<file path="config.mk">
export PLATFORM = sky130hd
export DESIGN_NAME = ignition_timing_controller
export DESIGN_NICKNAME = d
export VERILOG_FILES = /design/src/design/itc_pkg.sv /design/src/design/ignition_timing_controller.sv
export SDC_FILE = /design/constraint.sdc
export NUM_CORES = 2
export LEC_CHECK = 0
export ABC_AREA = 1
export BUFFER_PORTS_ARGS = -buffer_cell sky130_fd_sc_hd__buf_2
export CAP_MARGIN = 20
export CORE_ASPECT_RATIO = 1.4
export CORE_MARGIN = 2
export CORE_UTILIZATION = 37
export DETAILED_ROUTE_END_ITERATION = 6
export PLACE_DENSITY = 0.53
export SLEW_MARGIN = 20
export SYNTH_ARGS = -nofsm -noshare
export SYNTH_HDL_FRONTEND = slang
export SYNTH_SLANG_ARGS = --single-unit
</file>
<file path="constraint.sdc">
create_clock -name clk -period 9.8 [get_ports clk]
set_input_delay 0.98 -clock clk [delete_from_list [all_inputs] [get_ports clk]]
set_output_delay 0.98 -clock clk [all_outputs]
set_load 0.02 [all_outputs]
</file>
<file path="src/design/itc_pkg.sv">
// ----------------------------------------------------------------------------
// itc_pkg
// shared types and constants of the ignition timing controller
// ----------------------------------------------------------------------------
package itc_pkg;

	localparam int HISTORY_DEPTH = 8;
	localparam int MAP_COUNT     = 4;
	localparam int MAP_COLUMNS   = 32;
	localparam int RPM_STEP      = 500;

	localparam int CFG_IDX_W  = 3;
	localparam int CFG_DATA_W = 24;

	// command codes
	localparam logic [2:0] CMD_TDC       = 3'd0;
	localparam logic [2:0] CMD_BDC       = 3'd1;
	localparam logic [2:0] CMD_PERIOD_OV = 3'd2;
	localparam logic [2:0] CMD_SPARK_OV  = 3'd3;
	localparam logic [2:0] CMD_MAP_WRITE = 3'd4;

	// register indexes
	localparam logic [CFG_IDX_W-1:0] REG_CUT_START = 3'd0;
	localparam logic [CFG_IDX_W-1:0] REG_CUT_END   = 3'd1;
	localparam logic [CFG_IDX_W-1:0] REG_DYN_ON    = 3'd2;
	localparam logic [CFG_IDX_W-1:0] REG_DYN_OFF   = 3'd3;
	localparam logic [CFG_IDX_W-1:0] REG_BASE_ADV  = 3'd4;
	localparam logic [CFG_IDX_W-1:0] REG_ACT_MAP   = 3'd5;
	localparam logic [CFG_IDX_W-1:0] REG_TPM       = 3'd6;

	typedef struct packed {
		logic [2:0]  cmd;
		logic [15:0] ticks;
		logic [15:0] handler_delay;
		logic        immobilised;
		logic [1:0]  map_select;
		logic [4:0]  map_column;
		logic [7:0]  map_value;
	} in_item_t;

	typedef struct packed {
		logic               coil_on;
		logic               spark_load_valid;
		logic [15:0]        spark_timer_load;
		logic [15:0]        engine_rpm;
		logic signed [15:0] measured_advance;
		logic               rev_cut_active;
		logic               map_active;
	} out_item_t;

	typedef enum logic [4:0] {
		ST_IDLE,
		ST_HIST_RD,
		ST_HIST_SUM,
		ST_FILL,
		ST_MEAN,
		ST_BRANCH,
		ST_TDC_FLAGS,
		ST_TDC_MUL,
		ST_TDC_DIV,
		ST_TDC_FIN,
		ST_RPM_DIV,
		ST_RPM_FIN,
		ST_MAP_RD,
		ST_MAP_WAIT,
		ST_LOAD_MUL,
		ST_LOAD_DIV,
		ST_LOAD_FIN,
		ST_OUT
	} state_t;

endpackage

</file>
<file path="src/design/ignition_timing_controller.sv">
// ----------------------------------------------------------------------------
// ignition_timing_controller
// crank event sequencer: history average, rpm, rev limit, advance map lookup
// ----------------------------------------------------------------------------
//
// channel   | direction | handshake      | payload
// ----------+-----------+----------------+-------------------------
// in        | input     | in_valid/ready | itc_pkg::in_item_t
// out       | output    | out_valid/ready| itc_pkg::out_item_t
// cfg       | input     | cfg_we         | cfg_index, cfg_data
//
// one transaction at a time; the time a crank edge takes from acceptance to the
// result is set by the history memory sweep and the 32-step serial divide of
// the measured advance (the rpm divide takes fewer steps); other commands go
// straight from acceptance to the output step.
// the history and map live in synchronous memories; after reset the history
// reads as zero through a fill mark (an edge while stopped rewrites all).
// a result waits in the output register; the next transaction is taken once
// the previous result has left.
module ignition_timing_controller #(
	parameter int HISTORY_DEPTH = itc_pkg::HISTORY_DEPTH,
	parameter int MAP_COUNT     = itc_pkg::MAP_COUNT,
	parameter int MAP_COLUMNS   = itc_pkg::MAP_COLUMNS,
	parameter int RPM_STEP      = itc_pkg::RPM_STEP
) (
	input  logic                             clk,
	input  logic                             arst_n,
	input  logic                             in_valid,
	output logic                             in_ready,
	input  itc_pkg::in_item_t                in_item,
	output logic                             out_valid,
	input  logic                             out_ready,
	output itc_pkg::out_item_t               out_item,
	input  logic                             cfg_we,
	input  logic [itc_pkg::CFG_IDX_W-1:0]    cfg_index,
	input  logic [itc_pkg::CFG_DATA_W-1:0]   cfg_data
);

	localparam int HW    = (HISTORY_DEPTH > 1) ? $clog2(HISTORY_DEPTH) : 1;
	localparam int MSW   = (MAP_COUNT > 1) ? $clog2(MAP_COUNT) : 1;
	localparam int MCW   = $clog2(MAP_COLUMNS);
	localparam int MAW   = MSW + MCW;
	localparam int SUMW  = 16 + HW + 1;
	localparam int HCW   = HW + 1;

	// reciprocal of 180, exact for products below 2^24
	localparam logic [24:0] RECIP_180   = 25'd23860930;
	localparam int          RECIP_SHIFT = 32;

	// configuration registers
	logic [15:0] cut_start_q, cut_end_q, dyn_on_q, dyn_off_q;
	logic [7:0]  base_adv_q;
	logic [1:0]  act_map_q;
	logic [23:0] tpm_q;

	always_ff @(posedge clk or negedge arst_n) begin
		if (!arst_n) begin
			cut_start_q <= 16'd6000;
			cut_end_q   <= 16'd5800;
			dyn_on_q    <= 16'd1200;
			dyn_off_q   <= 16'd1000;
			base_adv_q  <= 8'd10;
			act_map_q   <= 2'd0;
			tpm_q       <= 24'd15000000;
		end else if (cfg_we) begin
			case (cfg_index)
				itc_pkg::REG_CUT_START: cut_start_q <= cfg_data[15:0];
				itc_pkg::REG_CUT_END:   cut_end_q   <= cfg_data[15:0];
				itc_pkg::REG_DYN_ON:    dyn_on_q    <= cfg_data[15:0];
				itc_pkg::REG_DYN_OFF:   dyn_off_q   <= cfg_data[15:0];
				itc_pkg::REG_BASE_ADV:  base_adv_q  <= cfg_data[7:0];
				itc_pkg::REG_ACT_MAP:   act_map_q   <= cfg_data[1:0];
				itc_pkg::REG_TPM:       tpm_q       <= cfg_data[23:0];
				default: ;
			endcase
		end
	end

	// control and working registers
	itc_pkg::state_t state_q, state_d;
	itc_pkg::in_item_t in_q;
	itc_pkg::out_item_t out_q;
	logic        out_valid_q;
	logic        hist_init_q;            // history memory holds real data
	logic [HW-1:0]  slot_q;
	logic [HCW-1:0] cnt_q;
	logic [SUMW-1:0] sum_q;
	logic [15:0] mean_q, rpm_q, spark_tick_q, adv_q;
	logic signed [16:0] accel_q;
	logic        cut_q, dyn_q, coil_q;
	logic [3:0]  stopped_q;
	logic        valid_q;
	logic [15:0] load_q;
	logic [15:0] pu_q;
	// serial divider
	logic [31:0] dvd_q;
	logic [16:0] dvs_q;
	logic [32:0] rem_q;
	logic [5:0]  dcnt_q;
	logic        neg_q;
	logic [MCW-1:0] col_q;

	// memories
	logic [15:0] hist_mem [HISTORY_DEPTH];
	logic [7:0]  map_mem [MAP_COUNT*MAP_COLUMNS];
	logic        hist_we, map_we;
	logic [HW-1:0]  hist_addr;
	logic [15:0]    hist_wdata, hist_rdata;
	logic [MAW-1:0] map_waddr, map_raddr;
	logic [MAW-1:0] map_base;
	logic [7:0]     map_rdata;

	always_ff @(posedge clk) begin
		if (hist_we) hist_mem[hist_addr] <= hist_wdata;
		hist_rdata <= hist_mem[hist_addr];
	end

	always_ff @(posedge clk) begin
		if (map_we) map_mem[map_waddr] <= in_q.map_value;
		map_rdata <= map_mem[map_raddr];
	end

	assign in_ready  = (state_q == itc_pkg::ST_IDLE) && !out_valid_q;
	assign out_valid = out_valid_q;
	assign out_item  = out_q;

	wire accept = in_valid && in_ready;
	wire last_sweep = (cnt_q == HCW'(HISTORY_DEPTH - 1));
	wire [HW-1:0] next_slot = (slot_q == HW'(HISTORY_DEPTH - 1)) ? '0 : slot_q + 1'b1;
	wire [HW-1:0] cnt_addr  = cnt_q[HW-1:0];

	// restoring divider step
	wire [32:0] rem_sh = {rem_q[31:0], dvd_q[31]};
	wire [32:0] rem_sub = rem_sh - {16'd0, dvs_q};
	wire        div_ok = !rem_sub[32];
	wire        div_done = (dcnt_q == 6'd32);

	// next state
	always_comb begin
		state_d = state_q;
		case (state_q)
			itc_pkg::ST_IDLE: if (accept) begin
				if (in_item.cmd == itc_pkg::CMD_TDC || in_item.cmd == itc_pkg::CMD_BDC)
					state_d = itc_pkg::ST_HIST_RD;
				else
					state_d = itc_pkg::ST_OUT;
			end
			itc_pkg::ST_HIST_RD:
				state_d = (mean_q == 16'd0) ? itc_pkg::ST_FILL : itc_pkg::ST_HIST_SUM;
			itc_pkg::ST_FILL:     if (last_sweep) state_d = itc_pkg::ST_BRANCH;
			itc_pkg::ST_HIST_SUM: if (last_sweep) state_d = itc_pkg::ST_MEAN;
			itc_pkg::ST_MEAN:     state_d = itc_pkg::ST_BRANCH;
			itc_pkg::ST_BRANCH:
				state_d = (in_q.cmd == itc_pkg::CMD_TDC) ? itc_pkg::ST_TDC_FLAGS :
					(mean_q == 16'd0) ? itc_pkg::ST_OUT : itc_pkg::ST_RPM_DIV;
			itc_pkg::ST_TDC_FLAGS: state_d = itc_pkg::ST_TDC_MUL;
			itc_pkg::ST_TDC_MUL:
				state_d = (!cut_q && dyn_q && mean_q != 16'd0) ? itc_pkg::ST_TDC_DIV
					: itc_pkg::ST_TDC_FIN;
			itc_pkg::ST_TDC_DIV:  if (div_done) state_d = itc_pkg::ST_TDC_FIN;
			itc_pkg::ST_TDC_FIN:  state_d = itc_pkg::ST_OUT;
			itc_pkg::ST_RPM_DIV:  if (div_done) state_d = itc_pkg::ST_RPM_FIN;
			itc_pkg::ST_RPM_FIN:  state_d = itc_pkg::ST_MAP_RD;
			itc_pkg::ST_MAP_RD:
				state_d = (cut_q || rpm_q == 16'd0 || in_q.immobilised) ? itc_pkg::ST_OUT
					: itc_pkg::ST_MAP_WAIT;
			itc_pkg::ST_MAP_WAIT: state_d = itc_pkg::ST_LOAD_MUL;
			itc_pkg::ST_LOAD_MUL:
				state_d = (dyn_q && map_rdata > base_adv_q) ? itc_pkg::ST_LOAD_DIV
					: itc_pkg::ST_LOAD_FIN;
			itc_pkg::ST_LOAD_DIV: state_d = itc_pkg::ST_LOAD_FIN;
			itc_pkg::ST_LOAD_FIN: state_d = itc_pkg::ST_OUT;
			itc_pkg::ST_OUT:      state_d = itc_pkg::ST_IDLE;
			default:              state_d = itc_pkg::ST_IDLE;
		endcase
	end

	// first entry of the active map, map number folded into the map count
	always_comb begin
		int am;
		am = int'(act_map_q);
		for (int k = 0; k < 3; k++)
			if (am >= MAP_COUNT) am = am - MAP_COUNT;
		map_base = MAW'(am * MAP_COLUMNS);
	end

	// memory port control
	always_comb begin
		hist_we    = 1'b0;
		hist_addr  = cnt_addr;
		hist_wdata = in_q.ticks;
		map_we     = 1'b0;
		map_waddr  = MAW'({in_q.map_select, in_q.map_column});
		map_raddr  = map_base + MAW'(col_q);
		case (state_q)
			itc_pkg::ST_HIST_RD: begin
				hist_we   = 1'b1;
				hist_addr = next_slot;
			end
			itc_pkg::ST_FILL: hist_we = 1'b1;
			itc_pkg::ST_OUT: begin
				map_we = (in_q.cmd == itc_pkg::CMD_MAP_WRITE)
					&& (32'(in_q.map_select) < MAP_COUNT)
					&& (32'(in_q.map_column) < MAP_COLUMNS);
				map_waddr = MAW'(in_q.map_select) * MAW'(MAP_COLUMNS) + MAW'(in_q.map_column);
			end
			default: ;
		endcase
	end

	// rpm column from rpm, step by step reciprocal-free compare
	logic [MCW-1:0] col_calc;
	always_comb begin
		col_calc = '0;
		for (int j = 1; j < MAP_COLUMNS; j++)
			if (32'(rpm_q) >= 32'(j * RPM_STEP)) col_calc = MCW'(j);
	end

	// datapath
	always_ff @(posedge clk or negedge arst_n) begin
		if (!arst_n) begin
			state_q      <= itc_pkg::ST_IDLE;
			out_valid_q  <= 1'b0;
			hist_init_q  <= 1'b0;
			slot_q       <= '0;
			mean_q       <= '0;
			accel_q      <= '0;
			rpm_q        <= '0;
			cut_q        <= 1'b0;
			dyn_q        <= 1'b0;
			coil_q       <= 1'b0;
			stopped_q    <= '0;
			spark_tick_q <= '0;
			adv_q        <= '0;
			dcnt_q       <= '0;
		end else begin
			state_q <= state_d;
			if (out_valid_q && out_ready) out_valid_q <= 1'b0;
			case (state_q)
				itc_pkg::ST_IDLE: if (accept) begin
					in_q    <= in_item;
					valid_q <= 1'b0;
					load_q  <= '0;
					cnt_q   <= '0;
					sum_q   <= '0;
					if (in_item.cmd == itc_pkg::CMD_TDC && coil_q) begin
						coil_q       <= 1'b0;
						spark_tick_q <= in_item.ticks;
					end
				end
				itc_pkg::ST_HIST_RD: begin
					slot_q <= next_slot;
					cnt_q  <= '0;
				end
				itc_pkg::ST_FILL: begin
					cnt_q <= cnt_q + 1'b1;
					if (last_sweep) begin
						hist_init_q <= 1'b1;
						stopped_q   <= '0;
						mean_q      <= in_q.ticks;
					end
				end
				itc_pkg::ST_HIST_SUM: begin
					// read data follows its address in the next cycle
					cnt_q <= cnt_q + 1'b1;
					if (cnt_q != '0) sum_q <= sum_q + SUMW'(hist_init_q ? hist_rdata : 16'd0);
				end
				itc_pkg::ST_MEAN: begin
					logic [SUMW-1:0] s;
					s = sum_q + SUMW'(hist_init_q ? hist_rdata : 16'd0);
					mean_q  <= 16'(s / HISTORY_DEPTH);
					accel_q <= $signed({1'b0, mean_q}) - $signed({1'b0, 16'(s / HISTORY_DEPTH)});
				end
				itc_pkg::ST_TDC_FLAGS: begin
					if (rpm_q > cut_start_q && !cut_q) cut_q <= 1'b1;
					else if (cut_q && rpm_q < cut_end_q) cut_q <= 1'b0;
					if (rpm_q > dyn_on_q && !dyn_q) dyn_q <= 1'b1;
					else if (rpm_q < dyn_off_q && dyn_q) dyn_q <= 1'b0;
				end
				itc_pkg::ST_TDC_MUL: begin
					logic signed [16:0] diff;
					logic signed [25:0] prod;
					diff = $signed({1'b0, mean_q}) - $signed({1'b0, spark_tick_q});
					prod = diff * 26'sd180;
					neg_q  <= prod[25];
					dvd_q  <= 32'(prod[25] ? -prod : prod);
					dvs_q  <= {1'b0, mean_q};
					rem_q  <= '0;
					dcnt_q <= '0;
				end
				itc_pkg::ST_TDC_DIV, itc_pkg::ST_RPM_DIV: begin
					if (!div_done) begin
						rem_q  <= div_ok ? rem_sub : rem_sh;
						dvd_q  <= {dvd_q[30:0], div_ok};
						dcnt_q <= dcnt_q + 1'b1;
					end
				end
				itc_pkg::ST_TDC_FIN: begin
					logic signed [26:0] a;
					logic signed [26:0] q;
					a = $signed({19'd0, base_adv_q});
					q = $signed({2'b0, dvd_q[24:0]});
					if (!cut_q && dyn_q && mean_q != 16'd0)
						a = a + (neg_q ? -q : q);
					adv_q <= (a > 27'sd32767) ? 16'h7fff : (a < -27'sd32768) ? 16'h8000
						: a[15:0];
					valid_q <= 1'b1;
				end
				itc_pkg::ST_BRANCH: if (in_q.cmd == itc_pkg::CMD_BDC && mean_q != 16'd0) begin
					dvd_q  <= {tpm_q, 8'd0};
					dvs_q  <= {1'b0, mean_q};
					rem_q  <= '0;
					dcnt_q <= 6'd8;
				end
				itc_pkg::ST_RPM_FIN: begin
					// quotient of the 24-bit count, halved and saturated
					rpm_q <= (dvd_q[23:17] != '0) ? 16'hffff : dvd_q[16:1];
				end
				itc_pkg::ST_MAP_RD: col_q <= col_calc;
				itc_pkg::ST_LOAD_MUL: begin
					logic signed [18:0] p;
					logic [15:0] pu;
					p  = $signed({2'b0, mean_q}) + $signed({{2{accel_q[16]}}, accel_q});
					pu = p[18] ? 16'd0 : (p[17:16] != 2'b0) ? 16'hffff : p[15:0];
					pu_q  <= pu;
					dvd_q <= 32'(pu) * 32'(map_rdata - base_adv_q);
				end
				itc_pkg::ST_LOAD_DIV: begin
					// divide by 180 through the reciprocal
					logic [48:0] rq;
					rq = 49'(dvd_q[23:0]) * 49'(RECIP_180);
					dvd_q <= 32'(rq[48:RECIP_SHIFT]);
				end
				itc_pkg::ST_LOAD_FIN: begin
					logic [15:0] l;
					l = (dyn_q && map_rdata > base_adv_q) ? 16'hffff - pu_q + dvd_q[15:0] : 16'd0;
					load_q  <= l + in_q.handler_delay;
					coil_q  <= 1'b1;
					valid_q <= 1'b1;
				end
				itc_pkg::ST_OUT: begin
					case (in_q.cmd)
						itc_pkg::CMD_PERIOD_OV: begin
							if (stopped_q < 4'd15) stopped_q <= stopped_q + 1'b1;
							if (stopped_q >= 4'd10) coil_q <= 1'b0;
							mean_q <= '0;
							rpm_q  <= '0;
							cut_q  <= 1'b0;
						end
						itc_pkg::CMD_SPARK_OV: if (mean_q != 16'd0 && !cut_q && !in_q.immobilised) begin
							coil_q       <= 1'b0;
							spark_tick_q <= in_q.ticks;
						end
						default: ;
					endcase
					out_valid_q <= 1'b1;
				end
				default: ;
			endcase
		end
	end

	// result register, taken from the state as it stands after the command
	always_ff @(posedge clk) begin
		if (state_q == itc_pkg::ST_OUT) begin
			out_q.coil_on          <= (in_q.cmd == itc_pkg::CMD_PERIOD_OV && stopped_q >= 4'd10)
				|| (in_q.cmd == itc_pkg::CMD_SPARK_OV && mean_q != 16'd0 && !cut_q
				&& !in_q.immobilised) ? 1'b0 : coil_q;
			out_q.spark_load_valid <= valid_q;
			out_q.spark_timer_load <= valid_q ? load_q : 16'd0;
			out_q.engine_rpm       <= (in_q.cmd == itc_pkg::CMD_PERIOD_OV) ? 16'd0 : rpm_q;
			out_q.measured_advance <= adv_q;
			out_q.rev_cut_active   <= (in_q.cmd == itc_pkg::CMD_PERIOD_OV) ? 1'b0 : cut_q;
			out_q.map_active       <= dyn_q;
		end
	end

	// assertions
	a_no_accept_busy: assert property (@(posedge clk) disable iff (!arst_n)
		(state_q != itc_pkg::ST_IDLE) |-> !in_ready)
		else $error("input taken while busy");
	a_out_after_out_state: assert property (@(posedge clk) disable iff (!arst_n)
		$rose(out_valid_q) |-> $past(state_q) == itc_pkg::ST_OUT)
		else $error("result raised outside output step");
	a_load_zero: assert property (@(posedge clk) disable iff (!arst_n)
		(out_valid_q && !out_q.spark_load_valid) |-> (out_q.spark_timer_load == 16'd0))
		else $error("load without valid");
	a_div_bound: assert property (@(posedge clk) disable iff (!arst_n)
		dcnt_q <= 6'd32)
		else $error("divider overrun");

endmodule

</file>
==> results.yml <==
setup_path:
  cp-startpoint: "mean_q[0]$_DFFE_PN0P_"
  worstReg2RegEnd: "dvd_q[25]$_DFFE_PP_"
  reg2reg_from: "mean_q[0]$_DFFE_PN0P_"
  r2r_slack_ns: 0.79
  endpoint_kind: "register"
  path_delay_family: "adder cells"
  critical_path_arrival_ns: 9.58
  worstPathMaxFanout: 8
  critPathRequiredTime_ns: 10.36
  cp_slowest_cell: "fa_1"
  crit_type: "register to register"
  rr_worst_depth: 53
  crit_cells: 53
  cp_common_cell: "nand2_1"
  start_kind: "register"
  critical_path_buf_inv_count: 10
  crit_end: "dvd_q[25]$_DFFE_PP_"
  max_stage_delay_ns: 0.55
placed_design:
  port_buffers: 136
  dp_hpwl_um: 184000
  dpl.cell_count: 11400
  gp_congestion: 0.941
timing:
  min_period_ns: 9.01
  hold_viol: 0
  drv_slew: 0
  finClkSkew_ns: 0.0988
  worstMarginPinSlew_ns: 1.21
  slew-limit-headroom_pct: 19.5
  setup_viol: 0
  rsz0062_at_grt: "no"
  period_share_pct: 92.0
  timing.setup.tns_ns: 0
  max_clock_freq_mhz: 111
clocking:
  cts_hold_buf: 0
  htree_levels: 4
  clk_latency_ns: 0.89
  numClockSinks: 1623
  clock_path_buffers: 4
  cts_made_buffers: 175
  cts_root_buf: "clkbuf_16"
  cts_tree: "built"
  path_clk_slew_ns: 0.06
yosys:
  postSynthCellCount: 8422
  yosys_warnings: 0
  netlist_area_mm2: 0.0885
  synth_nets: 9369
  async_flop_share_pct: 12.4
  yosysSeqAreaShare_pct: 53.7
  ys_ff_latch: 1623
  ys_types: 77
  avgSynthCellArea_um2: 10.5
  synthFlopType: "edfxtp_1"
  synth_edf_count: 1397
route:
  wl_per_cell_um: 22.7
  drt_iter0_drc: 5012
  top_layer: "met5"
  routed_wl_um: 267000
  met2_length_um: 133000
  antenna_left: 0
  vias: 62500
  wl_met3_um: 12500
  wl_met1_um: 109000
  route.detailed.drc: 0
  viasPerCell: 5.31
  dr.pass1.iters: 6
finish:
  final_layout_size_suffix_gt1_share_pct: 7.88
  nFillCells: 22900
  final_common_cell: "edfxtp_1"
  nets: 9469
  layout_common_cells: "edfxtp_1 (1,397), nor2_1 (1,249), o21ai_0 (1,004)"
  finalNonFillerCells: 11800
  area_growth_pct: 11.3
floorplanning:
  num_io_pins: 137
  dieArea_mm2: 0.243
  start_util_pct: 37.2
  fp.dieH_um: 583
  die_x_um: 417
  rows: 212
  core_mm2: 0.238
outcome:
  status: "finished, final reports clean"
global_routing:
  grt.total_usage_pct: 21.8
  grt_pass1_vias: 63200
  grt_max_degree: 221
  antenna_found_initial: 5
  grt_pass1_wl_um: 402000
  grt-ovfl-total: 0
job:
  drv_cap: 0
worst_hold_path:
  hp-class: "primary input to async pin"
[kinds of logic after synthesis]
| logic type | after synthesis | synth area share, % |
|---|---|---|
| adder cells (fa/ha/maj) | 864 | 14.9 |
| buffers and inverters | 1360 | 5.81 |
| flip-flops | 1623 | 53.7 |
| multiplexers | 24 | 0.283 |
| XOR/XNOR | 159 | 1.62 |
| AO/OA/AOI/OAI | 1943 | 12.5 |
| AND/OR/NAND/NOR | 2449 | 11.2 |
[what timing repair did]
action	4_1_cts	5_1_grt
setup buffers	0	1
gates resized for setup	0	5
endpoints found under the setup margin	0	9
[worst register-to-register path, delay by kind of cell (launching register included)]
kind	cells	cell delay, ns
DFF	1	0.36
AOI/OAI and AO/OA	16	2.25
adders and majority gates	8	3.22
xor gates and xnor gates	1	0.28
buffers and inverters	10	0.85
and+or+nand+nor	18	1.83
[synthesized netlist by cell type (22+ instances only)]
master / count / area, µm²
edfxtp_1: 1397 / 42000
nor2_1: 1257 / 4720
o21ai_0: 1006 / 5030
inv_1: 1000 / 3750
nand2_1: 864 / 3240
ha_1: 551 / 6890
a21oi_1: 327 / 1640
clkbuf_1: 319 / 1200
fa_1: 313 / 6270
o22ai_1: 276 / 1730
dfrtp_1: 167 / 4180
nand3_1: 134 / 671
xor2_1: 101 / 885
o221ai_1: 62 / 543
nor3_1: 57 / 285
xnor2_1: 52 / 455
a31oi_1: 49 / 307
nand4_1: 42 / 263
dfstp_2: 35 / 920
o21bai_1: 33 / 248
o2111ai_1: 28 / 245
dfxtp_1: 24 / 480
o211ai_1: 22 / 165
o21ai_1: 22 / 110
[flip-flops by register name, indices dropped and copies added, names as in the netlist, 17 cells and up]
| register | cells |
|---|---|
| rem_q | 32 |
| in_q | 35 |
| accel_q | 17 |
| map_mem | 1024 |
| dvd_q | 32 |
| out_item | 52 |
| hist_mem | 128 |
| sum_q | 19 |
| tpm_q | 24 |
[routing by layer]
| layer | vias up | global-route usage, % |
|---|---|---|
| met2 | 1744 | 38.0 |
| met1 | 31000 | 27.0 |
| met3 | 499 | 2.63 |
| met5 | - | 0 |
| met4 | 2 | 9.72 |
| li1 | 29300 | - |
[layout make-up]
| cell class | instances | area (µm²) | share of cell area, % |
|---|---|---|---|
| inverter | 1024 | 3860 | 3.92 |
| tap | 3103 | 3880 | 3.94 |
| clock buffer | 223 | 4700 | 4.78 |
| antenna | 3 | 7.51 | 0.00762 |
| clock inverter | 87 | 848 | 0.861 |
| timing repair buffer | 259 | 1710 | 1.74 |
| multi-input combinational | 5439 | 35900 | 36.5 |
| sequential | 1623 | 47500 | 48.3 |
[how the worst min path moves through the flow]
stage                                        end                   from  slack, ns  cells past startpoint
global placement          out_item[14]$_DFFE_PP_  adv_q[12]$_DFFE_PN0N_       0.44                      0
finish              spark_tick_q[10]$_DFFE_PN0P_                 arst_n        0.1                      1
detailed placement         out_item[9]$_DFFE_PP_   adv_q[7]$_DFFE_PN0N_       0.44                      0
floorplan                 out_item[50]$_DFFE_PP_      valid_q$_DFFE_PP_       0.42                      0
CTS                 spark_tick_q[11]$_DFFE_PN0P_                 arst_n       0.10                      1
global route        spark_tick_q[10]$_DFFE_PN0P_                 arst_n       0.13                      1
[per-stage QoR]
| stage | setup slack, ns | hold WS, ns | area, µm² | util (%) |
|---|---|---|---|---|
| 2_1_floorplan | 1.27 | 0.424 | 88500 | - |
| 4_1_cts | 0.388 | 0.101 | 98400 | 41.4 |
| 3_3_place_gp | 0.318 | 0.436 | 92900 | 39.0 |
| 5_1_grt | 0.0203 | 0.128 | 98500 | 41.4 |
| 3_5_place_dp | 0.356 | 0.436 | 92900 | 39.0 |
| 6_report | 0.786 | 0.0997 | 98500 | 41.4 |
Power is not shown: default switching activity piles up to over one toggle a cycle in this logic, so the estimate is an artifact.
